<file path="src/rtl/mpi_pkg.sv">
package mpi_pkg;

    // Field widths of the request and the response.
    localparam int unsigned BASE_W = 30;
    localparam int unsigned EXP_W  = 31;
    localparam int unsigned PROD_W = 2 * BASE_W;

    // The prime modulus and the exponent used for the Fermat inverse.
    localparam logic [BASE_W-1:0] PRIME_MOD  = 30'd998244353;
    localparam logic [EXP_W-1:0]  FERMAT_EXP = 31'(64'(PRIME_MOD) - 64'd2);

    // Barrett constant floor(2^60 / prime); it fits in 31 bits.
    localparam logic [63:0] MU_FULL    = 64'h1000_0000_0000_0000 / 64'(PRIME_MOD);
    localparam logic [30:0] BARRETT_MU = MU_FULL[30:0];

    // Operation tags carried alongside each multiply through the pipeline.
    typedef logic tag_t;
    localparam tag_t TAG_SQUARE   = 1'b0;
    localparam tag_t TAG_MULTIPLY = 1'b1;

    typedef struct packed {
        logic              mode;
        logic [BASE_W-1:0] base;
        logic [EXP_W-1:0]  exponent;
    } req_t;

    typedef struct packed {
        logic [BASE_W-1:0] result;
    } rsp_t;

    // Issue of one modular multiply to the shared unit.
    typedef struct packed {
        logic              valid;
        tag_t              tag;
        logic [BASE_W-1:0] a;
        logic [BASE_W-1:0] b;
    } mm_issue_t;

    // Completion of one modular multiply.
    typedef struct packed {
        logic              valid;
        tag_t              tag;
        logic [BASE_W-1:0] value;
    } mm_result_t;

endpackage

</file>
<file path="src/rtl/mpi_stream_if.sv">
interface mpi_stream_if #(
    parameter type payload_t = logic
);
    logic     valid;
    logic     ready;
    payload_t payload;

    modport source (output valid, output payload, input ready);
    modport sink (input valid, input payload, output ready);
endinterface

</file>
<file path="src/rtl/mpi_modmul.sv">
module mpi_modmul (
    input  logic                clk,
    input  logic                rst_n,
    input  mpi_pkg::mm_issue_t  issue,
    output mpi_pkg::mm_result_t done
);
    import mpi_pkg::*;

    // Four-stage Barrett multiplier: product, quotient estimate, quotient
    // times prime, then subtraction with up to two corrections.
    logic              s1_valid_reg;
    tag_t              s1_tag_reg;
    logic [PROD_W-1:0] s1_prod_reg;

    logic              s2_valid_reg;
    tag_t              s2_tag_reg;
    logic [31:0]       s2_lo_reg;
    logic [61:0]       s2_q2_reg;

    logic              s3_valid_reg;
    tag_t              s3_tag_reg;
    logic [31:0]       s3_lo_reg;
    logic [31:0]       s3_qp_reg;

    logic              done_valid_reg;
    tag_t              done_tag_reg;
    logic [BASE_W-1:0] done_value_reg;

    logic [30:0]       q1;
    logic [30:0]       q3;
    logic [60:0]       qp_full;
    logic [31:0]       rem;
    logic [31:0]       rem_1p;
    logic [31:0]       rem_2p;
    logic [31:0]       prime_1p;
    logic [31:0]       prime_2p;
    logic [BASE_W-1:0] rem_fixed;

    assign q1       = s1_prod_reg[PROD_W-1:29];
    assign q3       = s2_q2_reg[61:31];
    assign qp_full  = 61'(q3) * 61'(PRIME_MOD);
    assign prime_1p = 32'(PRIME_MOD);
    assign prime_2p = {1'b0, PRIME_MOD, 1'b0};
    assign rem      = s3_lo_reg - s3_qp_reg;
    assign rem_1p   = rem - prime_1p;
    assign rem_2p   = rem - prime_2p;

    always_comb
    begin
        if (rem >= prime_2p)
        begin
            rem_fixed = rem_2p[BASE_W-1:0];
        end
        else if (rem >= prime_1p)
        begin
            rem_fixed = rem_1p[BASE_W-1:0];
        end
        else
        begin
            rem_fixed = rem[BASE_W-1:0];
        end
    end

    always_ff @(posedge clk or negedge rst_n)
    begin
        if (!rst_n)
        begin
            s1_valid_reg   <= 1'b0;
            s2_valid_reg   <= 1'b0;
            s3_valid_reg   <= 1'b0;
            done_valid_reg <= 1'b0;
        end
        else
        begin
            s1_valid_reg   <= issue.valid;
            s2_valid_reg   <= s1_valid_reg;
            s3_valid_reg   <= s2_valid_reg;
            done_valid_reg <= s3_valid_reg;
        end
    end

    always_ff @(posedge clk)
    begin
        s1_tag_reg     <= issue.tag;
        s1_prod_reg    <= PROD_W'(issue.a) * PROD_W'(issue.b);
        s2_tag_reg     <= s1_tag_reg;
        s2_lo_reg      <= s1_prod_reg[31:0];
        s2_q2_reg      <= 62'(q1) * 62'(BARRETT_MU);
        s3_tag_reg     <= s2_tag_reg;
        s3_lo_reg      <= s2_lo_reg;
        s3_qp_reg      <= qp_full[31:0];
        done_tag_reg   <= s3_tag_reg;
        done_value_reg <= rem_fixed;
    end

    assign done.valid = done_valid_reg;
    assign done.tag   = done_tag_reg;
    assign done.value = done_value_reg;

endmodule

</file>
<file path="src/rtl/modular_power_and_inverse_unit.sv">
// Each exponent bit costs a square through the shared four-stage multiplier, and a set
// bit adds a multiply into the accumulator.
// One request is handled at a time: a new request beat is taken only in the idle state,
// which is entered in the cycle after the result beat is accepted.
// Reset is asynchronous and active low; it idles the sequencer and empties the pipeline.
module modular_power_and_inverse_unit (
    input  logic         clk,
    input  logic         rst_n,
    mpi_stream_if.sink   req,
    mpi_stream_if.source rsp
);
    import mpi_pkg::*;

    // Sequencer states.
    localparam logic [2:0] ST_IDLE  = 3'd0;
    localparam logic [2:0] ST_LOOP  = 3'd1;
    localparam logic [2:0] ST_MUL   = 3'd2;
    localparam logic [2:0] ST_WAIT  = 3'd3;
    localparam logic [2:0] ST_DONE  = 3'd4;

    logic [2:0]        state_reg;
    logic [2:0]        state_next;
    logic [BASE_W-1:0] base_reg;
    logic [BASE_W-1:0] base_next;
    logic [BASE_W-1:0] acc_reg;
    logic [BASE_W-1:0] acc_next;
    logic [EXP_W-1:0]  exp_reg;
    logic [EXP_W-1:0]  exp_next;
    logic [1:0]        pending_reg;
    logic [1:0]        pending_next;

    req_t              req_beat;
    rsp_t              rsp_beat;
    logic              req_fire;
    logic [BASE_W-1:0] base_reduced;
    mm_issue_t         mm_issue;
    mm_result_t        mm_done;

    mpi_modmul u_modmul (
        .clk   (clk),
        .rst_n (rst_n),
        .issue (mm_issue),
        .done  (mm_done)
    );

    assign req_beat  = req.payload;
    assign req.ready = (state_reg == ST_IDLE);
    assign req_fire  = req.valid && req.ready;

    // A 30-bit base lies below twice the prime, so one subtraction reduces it.
    assign base_reduced = (req_beat.base >= PRIME_MOD) ? (req_beat.base - PRIME_MOD)
                                                       : req_beat.base;

    always_comb
    begin
        state_next   = state_reg;
        base_next    = base_reg;
        acc_next     = acc_reg;
        exp_next     = exp_reg;
        mm_issue     = '{valid: 1'b0, tag: TAG_SQUARE, a: base_reg, b: base_reg};

        case (state_reg)
            ST_IDLE:
            begin
                if (req_fire)
                begin
                    base_next  = base_reduced;
                    acc_next   = BASE_W'(1);
                    exp_next   = req_beat.mode ? FERMAT_EXP : req_beat.exponent;
                    state_next = ST_LOOP;
                end
            end
            ST_LOOP:
            begin
                // Once every exponent bit has been consumed the accumulator is the answer.
                if (exp_reg == '0)
                begin
                    state_next = ST_DONE;
                end
                else
                begin
                    mm_issue.valid = 1'b1;
                    state_next     = ST_MUL;
                end
            end
            ST_MUL:
            begin
                // The square is still in flight, so base_reg is the old base here.
                if (exp_reg[0])
                begin
                    mm_issue = '{valid: 1'b1, tag: TAG_MULTIPLY, a: acc_reg, b: base_reg};
                end
                state_next = ST_WAIT;
            end
            ST_WAIT:
            begin
                if (pending_reg == '0)
                begin
                    exp_next   = exp_reg >> 1;
                    state_next = ST_LOOP;
                end
            end
            ST_DONE:
            begin
                if (rsp.ready)
                begin
                    state_next = ST_IDLE;
                end
            end
            default:
            begin
                state_next = ST_IDLE;
            end
        endcase

        // Completed products land in the register their tag names.
        if (mm_done.valid)
        begin
            if (mm_done.tag == TAG_MULTIPLY)
            begin
                acc_next = mm_done.value;
            end
            else
            begin
                base_next = mm_done.value;
            end
        end

        pending_next = pending_reg + 2'(mm_issue.valid) - 2'(mm_done.valid);
    end

    always_ff @(posedge clk or negedge rst_n)
    begin
        if (!rst_n)
        begin
            state_reg   <= ST_IDLE;
            pending_reg <= '0;
        end
        else
        begin
            state_reg   <= state_next;
            pending_reg <= pending_next;
        end
    end

    always_ff @(posedge clk)
    begin
        base_reg <= base_next;
        acc_reg  <= acc_next;
        exp_reg  <= exp_next;
    end

    // The accumulator doubles as the output register while the result beat waits.
    assign rsp_beat.result = acc_reg;
    assign rsp.payload     = rsp_beat;
    assign rsp.valid       = (state_reg == ST_DONE);

endmodule

</file>
<file path="src/flat_wrapper.sv">
// flat-port wrapper written by rule: the top's interface ports become plain ports
module modular_power_and_inverse_unit_flat import mpi_pkg::*;
  (clk, rst_n, req_valid, req_payload, req_ready, rsp_valid, rsp_payload, rsp_ready);
  mpi_stream_if #(.payload_t(req_t)) req_i ();
  mpi_stream_if #(.payload_t(rsp_t)) rsp_i ();
  input  logic clk;
  input  logic rst_n;
  input wire logic [$bits(req_i.valid)-1:0] req_valid;
  input wire logic [$bits(req_i.payload)-1:0] req_payload;
  output wire logic [$bits(req_i.ready)-1:0] req_ready;
  output wire logic [$bits(rsp_i.valid)-1:0] rsp_valid;
  output wire logic [$bits(rsp_i.payload)-1:0] rsp_payload;
  input wire logic [$bits(rsp_i.ready)-1:0] rsp_ready;
  assign req_i.valid = req_valid;
  assign req_i.payload = req_payload;
  assign req_ready = req_i.ready;
  assign rsp_valid = rsp_i.valid;
  assign rsp_payload = rsp_i.payload;
  assign rsp_i.ready = rsp_ready;
  modular_power_and_inverse_unit u_core (.clk(clk), .rst_n(rst_n), .req(req_i), .rsp(rsp_i));
endmodule
</file>
<file path="config.mk">
export PLATFORM = sky130hd
export DESIGN_NAME = modular_power_and_inverse_unit_flat
export DESIGN_NICKNAME = d
export VERILOG_FILES = /design/src/rtl/mpi_pkg.sv /design/src/rtl/mpi_stream_if.sv /design/src/rtl/mpi_modmul.sv /design/src/rtl/modular_power_and_inverse_unit.sv /design/src/flat_wrapper.sv
export SDC_FILE = /design/constraint.sdc
export NUM_CORES = 2
export LEC_CHECK = 0
export ABC_AREA = 1
export BUFFER_PORTS_ARGS = -buffer_cell sky130_fd_sc_hd__clkbuf_2
export CAP_MARGIN = 20
export CORE_ASPECT_RATIO = 0.9
export CORE_MARGIN = 8
export CORE_UTILIZATION = 63
export DETAILED_ROUTE_END_ITERATION = 12
export PLACE_DENSITY = 0.8
export SLEW_MARGIN = 25
export SYNTH_ARGS = -nofsm -noshare
export SYNTH_HDL_FRONTEND = slang
export SYNTH_SLANG_ARGS = --single-unit
</file>
<file path="constraint.sdc">
create_clock -name clk -period 9.5 [get_ports clk]
set_clock_uncertainty 0.15 [all_clocks]
set_input_delay 0.95 -clock clk [delete_from_list [all_inputs] [get_ports clk]]
set_output_delay 0.95 -clock clk [all_outputs]
set_load 0.02 [all_outputs]
</file>
== Word level (Yosys, flattened, before mapping) ==
Index checks and enable logic that the tools add are counted.

* Output and inout bits: 32
* Flip-flop bits (word level): 352
* Input port bits: 66

* Magnitude comparators: 3
* Reductions and logical operators: 7
* Muxes and demuxes: 24
* Add/sub/neg operators: 6
* Equality and inequality tests: 7
* $mul: 3

{| class="wikitable"
|+ Operators by type and width
! kind !! number
|-
| $mux W30 || 11
|-
| $mux W31 || 3
|-
| $sub A30 B30 Y30 const B || 3
|-
| $mul A31 B31 Y62 const B || 1
|-
| $mux W62 || 1
|-
| $pmux W31 S2 || 1
|-
| $mul A30 B30 Y60 || 1
|-
| $mux W60 || 1
|-
| $ge A32 B30 Y1 const B || 1
|-
| $ge A32 B31 Y1 const B || 1
|-
| $mul A31 B30 Y32 const B || 1
|-
| $sub A32 B32 Y32 || 1
|-
| $logic_not A31 Y1 || 1
|-
| $ge A30 B30 Y1 const B || 1
|-
| $pmux W3 S5 || 1
|-
| $mux W3 || 4
|-
| $eq A3 B2 Y1 const B || 2
|-
| $reduce_and A3 Y1 || 2
|-
| $ne A2 B1 Y1 const B || 2
|-
| $eq A3 B1 Y1 const B || 1
|-
| $eq A3 B3 Y1 const B || 1
|-
| $logic_not A3 Y1 || 1
|-
| $add A2 B1 Y2 || 1
|-
| $logic_not A2 Y1 || 1
|-
| 6 further kinds || 6
|}

== Longest topological paths before layout ==
* Word-level depth: 6
* Depth in mapped cells: 41
* Depth with buffers taken out: 39

== Hierarchy ==
A second synthesis with hierarchy kept.

* Cell total of the unflattened synthesis: 7641
* Area total of the unflattened synthesis: 60269.1 um2

{| class="wikitable"
|+ By module, submodules not included
! module !! cells an instance !! times used !! area an instance (um2) !! sequential area each (um2)
|-
| mpi_modmul || 6861 || 1 || 54780.0 || 4524.3
|-
| modular_power_and_inverse_unit || 780 || 1 || 5489.0 || 2257.2
|}

== Least setup slack after synthesis ==
No wires, ideal clock.

* Kind: register to register
* From: register u_core.state_reg[2]
* To: register u_core.u_modmul.s1_prod_reg[57]
* Stages on the path, launching flop included: 36
* Library setup time: 0.072 ns
* Data arrival time: 7.820 ns
* Buffers on the path: 2
* Setup slack: 1.459 ns
* Cells stage by stage: dfrtp_1 nor2_1 nand2_1 nor2_2 inv_1 or2_2 o21ai_0 clkbuf_1 buf_2 nor2_1 fa_1 inv_1 fa_1 inv_1 fa_1 inv_1 fa_1 inv_1 fa_1 fa_1 fa_1 inv_1 fa_1 inv_1 ha_1 nand2_1 nor2_1 inv_1 o21ai_0 a21oi_1 nand3_1 nand2_1 o211ai_1 a21oi_1 o21ai_0 xor2_1

* Word-level cells in the longest chain between the ends: 3

{| class="wikitable"
|+ Ends and longest elaborated chain
! what !! line !! text
|-
| start: declaration || modular_power_and_inverse_unit.sv:21 || <nowiki>logic [2:0] state_reg;</nowiki>
|-
| start signal: assignment || modular_power_and_inverse_unit.sv:141 || <nowiki>state_reg <= state_next;</nowiki>
|-
| $eq A3 B2 Y1 || modular_power_and_inverse_unit.sv:62 || <nowiki>case (state_reg)</nowiki>
|-
| $mux W60 || modular_power_and_inverse_unit.sv:62 ||
|-
| $mul A30 B30 Y60 || mpi_modmul.sv:85 || <nowiki>s1_prod_reg <= PROD_W'(issue.a) * PROD_W'(issue.b);</nowiki>
|-
| end signal: assignment || mpi_modmul.sv:85 ||
|-
| end: declaration || mpi_modmul.sv:13 || <nowiki>logic [PROD_W-1:0] s1_prod_reg;</nowiki>
|}

No other way between the ends.
A chain may end at the register's enable or synchronous reset.

== Final worst setup path ==
* From: register u_core.state_reg[1]
* To: register u_core.u_modmul.s1_prod_reg[53]

Same word-level chain as after synthesis.

==> results_tabular.tex <==
\begin{tabular}{lr}
\hline
Metric & Value \\
\hline
\multicolumn{2}{l}{\textbf{Outcome}} \\
Run status & finished, final reports clean \\
\multicolumn{2}{l}{\textbf{Synthesis}} \\
Main area contributors after synthesis & fa\_1 (36\%), ha\_1 (15\%), inv\_1 (11\%), dfxtp\_1 (9.6\%), nand2\_1 (7.9\%) \\
Leading area contributor after synthesis & fa\_1 \\
Yosys warnings & 0 \\
Number of synthesized register bits & 321 \\
Post-synthesis area per instance & 8.19 sq um \\
Top FF cell, synth & dfxtp\_1 \\
Fraction of post-synthesis cell area in the top cell type by area & 35.9\% \\
Mapped Area & 58400 sq um \\
Synthesized instance count & 7135 \\
Fraction of the yosys area taken by sequential cells & 11.6\% \\
Count of distinct cell types in the synthesized netlist & 55 \\
Async set-reset flop share out of synthesis & 2.80\% \\
Synthesized netlist net count & 8968 \\
Number of flops mapped to enable cells by yosys & 31 \\
\multicolumn{2}{l}{\textbf{Floorplan}} \\
Effective utilization at floorplan & 63.2\% \\
Vertical die dimension & 305 microns \\
Placeable core region & 92400 sq um \\
Number of standard-cell rows in the floorplan & 106 \\
Horizontal extent of the die & 337 microns \\
Die ar. & 103000 sq um \\
Count of boundary I/O pins & 98 \\
\multicolumn{2}{l}{\textbf{STA}} \\
Final-report hold violation count & 0 \\
Setup repair after global routing missed its margin & false \\
Post-layout min period & 8.98 ns \\
Final-layout setup total negative slack & 0 ns \\
Max-slew headroom at the worst pin & 27.7\% \\
Transition at the pin with the smallest max-transition slack & 1.08 ns \\
Peak Freq & 111 MHz \\
Final Max Slew Viols & 0 \\
Tcrit/Tclk final & 94.6\% \\
Final setup viols & 0 \\
\multicolumn{2}{l}{\textbf{Job}} \\
Max-cap violation count & 0 \\
\multicolumn{2}{l}{\textbf{CTS}} \\
Clock sink count & 321 \\
TritonCTS Buffers & 35 \\
Clock transition at path regs & 0.07 ns \\
Clock root buffer master & clkbuf\_16 \\
Number of buffers on the longest clock path & 3 \\
Clock tree from TritonCTS & done \\
Number of levels in the clock H-tree & 2 \\
Number of buffers inserted by hold repair at cts & 0 \\
Latest clock arrival within the worst-skew pair & 0.57 ns \\
\multicolumn{2}{l}{\textbf{Critical path}} \\
Critical Path Most Common Cell & fa\_1 \\
Launch instance of the worst register-to-register path & u\_core.state\_reg[1] \\
CP max-delay cell & inv\_1 \\
Critical Path Start & u\_core.state\_reg[1] \\
Element type at the critical path end & flop \\
Sort of element at the start of the critical path & flop \\
Worst path max stage delay & 0.71 ns \\
Worst setup path class & flop to flop \\
Max FO, Critical Path & 16 \\
Required @ worst endpoint & 9.79 ns \\
Arrival time of the worst setup path & 9.27 ns \\
\multicolumn{2}{l}{\textbf{Finish}} \\
NumNets Final & 9015 \\
Fraction of final layout cells sized beyond drive strength 1 & 5.30\% \\
Largest register FFs & 60 \\
Layout area overhead & 5.79\% \\
Leading cell types in the layout, fill and taps excluded & inv\_1 (1650), nand2\_1 (1225), fa\_1 (1048) \\
Fillcell total & 7815 \\
Most common cell after layout, fill and taps aside & inv\_1 \\
\multicolumn{2}{l}{\textbf{Detailed routing}} \\
Number of DRC violations after detailed-routing iteration 0 & 4588 \\
Post-route ant nets & 0 \\
Total DRC errors in the routed layout & 0 \\
Total vias in the final route & 48700 \\
Via count normalized by instance count & 5.76 \\
Detailed-route wire length & 189000 microns \\
DR pass1 iterations & 6 \\
DR WL/cell & 22.4 microns \\
\multicolumn{2}{l}{\textbf{GRT}} \\
Initial antenna violation count & 1 \\
Via count of the first global-routing pass & 50400 \\
First-pass GRT wire length & 290000 microns \\
Total routing resource utilization after global routing & 37.0\% \\
Maximum number of pins on one net before global-route repair & 65 \\
Leftover overflow at the end of global routing & 0 \\
\multicolumn{2}{l}{\textbf{Min path}} \\
Worst Hold Class & input port to async pin \\
\multicolumn{2}{l}{\textbf{Place}} \\
Half-perimeter wire length after placement & 156000 microns \\
Count of buffers from port buffering & 97 \\
Gp weighted congestion & 1.05 \\
\hline
\end{tabular}
==> kinds of logic (layout without fill, tap and decap cells) <==
family	after synthesis	after routing	share of synthesized area [%]
AOI/OAI and AO/OA	536	536	5.26
xor gates and xnor gates	172	172	2.59
adders and majority gates	1767	1767	51.3
buffers and inverters	1884	1958	12.2
DFF	321	321	11.6
other	0	1	0
and+or+nand+nor	2455	2455	17.0
==> metrics by stage <==
step	instance area [sq um]	cells	setup WS, ns	utilization (%)	hold slack, ns
finish	61800	8452	0.516	66.8	0.0780
global route	61800	8451	0.0470	66.8	0.0827
CTS	61800	8451	0.454	66.8	0.0674
detailed placement	60600	8387	0.498	65.5	0.162
global placement	60600	8387	0.552	65.5	0.160
floorplan	58400	7135	1.46	-	0.160
==> layer usage <==
metal	routed length (microns)	vias to the layer above	track usage, %
met5	0	-	0
met4	12100	0	18.4
met3	24500	642	11.1
met2	79400	2921	54.8
met1	73000	23600	49.3
li1	-	21500	-
==> worst paths after layout <==
kind / end / slack, ns / cells past startpoint
setup / recovery: u_core.u_modmul.s1_prod_reg[53] / 0.52 / 32
hold / removal: u_core.state_reg[1] / 0.08 / 1
setup reg to reg: u_core.u_modmul.s1_prod_reg[53] / 0.52 / 32
hold reg to reg: u_core.u_modmul.s3_lo_reg[15] / 0.14 / 0
max in group asynchronous: u_core.state_reg[0] / 8.93 / 1
min in group clk: u_core.u_modmul.s3_lo_reg[15] / 0.14 / 0
==> synthesized netlist by cell type, types with 8 or more instances <==
| cell type | instances |
|---|---|
| inv_1 | 1652 |
| nand2_1 | 1229 |
| fa_1 | 1048 |
| nor2_1 | 848 |
| ha_1 | 719 |
| dfxtp_1 | 281 |
| a21oi_1 | 217 |
| nand3_1 | 203 |
| clkbuf_1 | 175 |
| o21ai_0 | 153 |
| xor2_1 | 112 |
| xnor2_1 | 59 |
| a31oi_1 | 47 |
| nor3_1 | 33 |
| edfxtp_1 | 31 |
| nand2_2 | 29 |
| nand4_1 | 28 |
| o22a_1 | 27 |
| o21a_1 | 22 |
| buf_2 | 17 |
| nor2_2 | 16 |
| nor4_1 | 16 |
| or2_2 | 16 |
| clkinv_1 | 14 |
| inv_2 | 14 |
| o21bai_1 | 14 |
| a21o_1 | 13 |
| o211ai_1 | 11 |
| nand3_2 | 10 |
| and2_1 | 9 |
| dfrtp_1 | 9 |
| o21ai_1 | 8 |
==> worst max-delay path, delay by kind of cell (launching register included) <==
kind | cells | cell delay [ns]
and+or+nand+nor | 9 | 1.14
AOI/OAI and AO/OA | 7 | 1.20
DFF | 1 | 0.41
buffers and inverters | 6 | 1.29
xor gates and xnor gates | 1 | 0.16
adders and majority gates | 9 | 4.46
==> what timing repair did <==
action	CTS	global route
endpoints found under the setup margin	0	3
buffers inserted	0	0
gates resized for setup	0	5
==> final cells by class <==
class                           instances  area, sq um  area share (%)
Inverter                             1680         6310            10.2
Sequential cell                       321         6780            11.0
Multi-Input combinational cell       4930        44600            72.1
Tap cell                             1242         1550            2.51
Clock buffer                           44          992            1.61
Timing Repair Buffer                  214         1380            2.23
Clock inverter                         20          218           0.352
Antenna cell                            1         2.50         0.00405
Power is not shown: default switching activity piles up to over one toggle a cycle in this logic, so the estimate is an artifact.
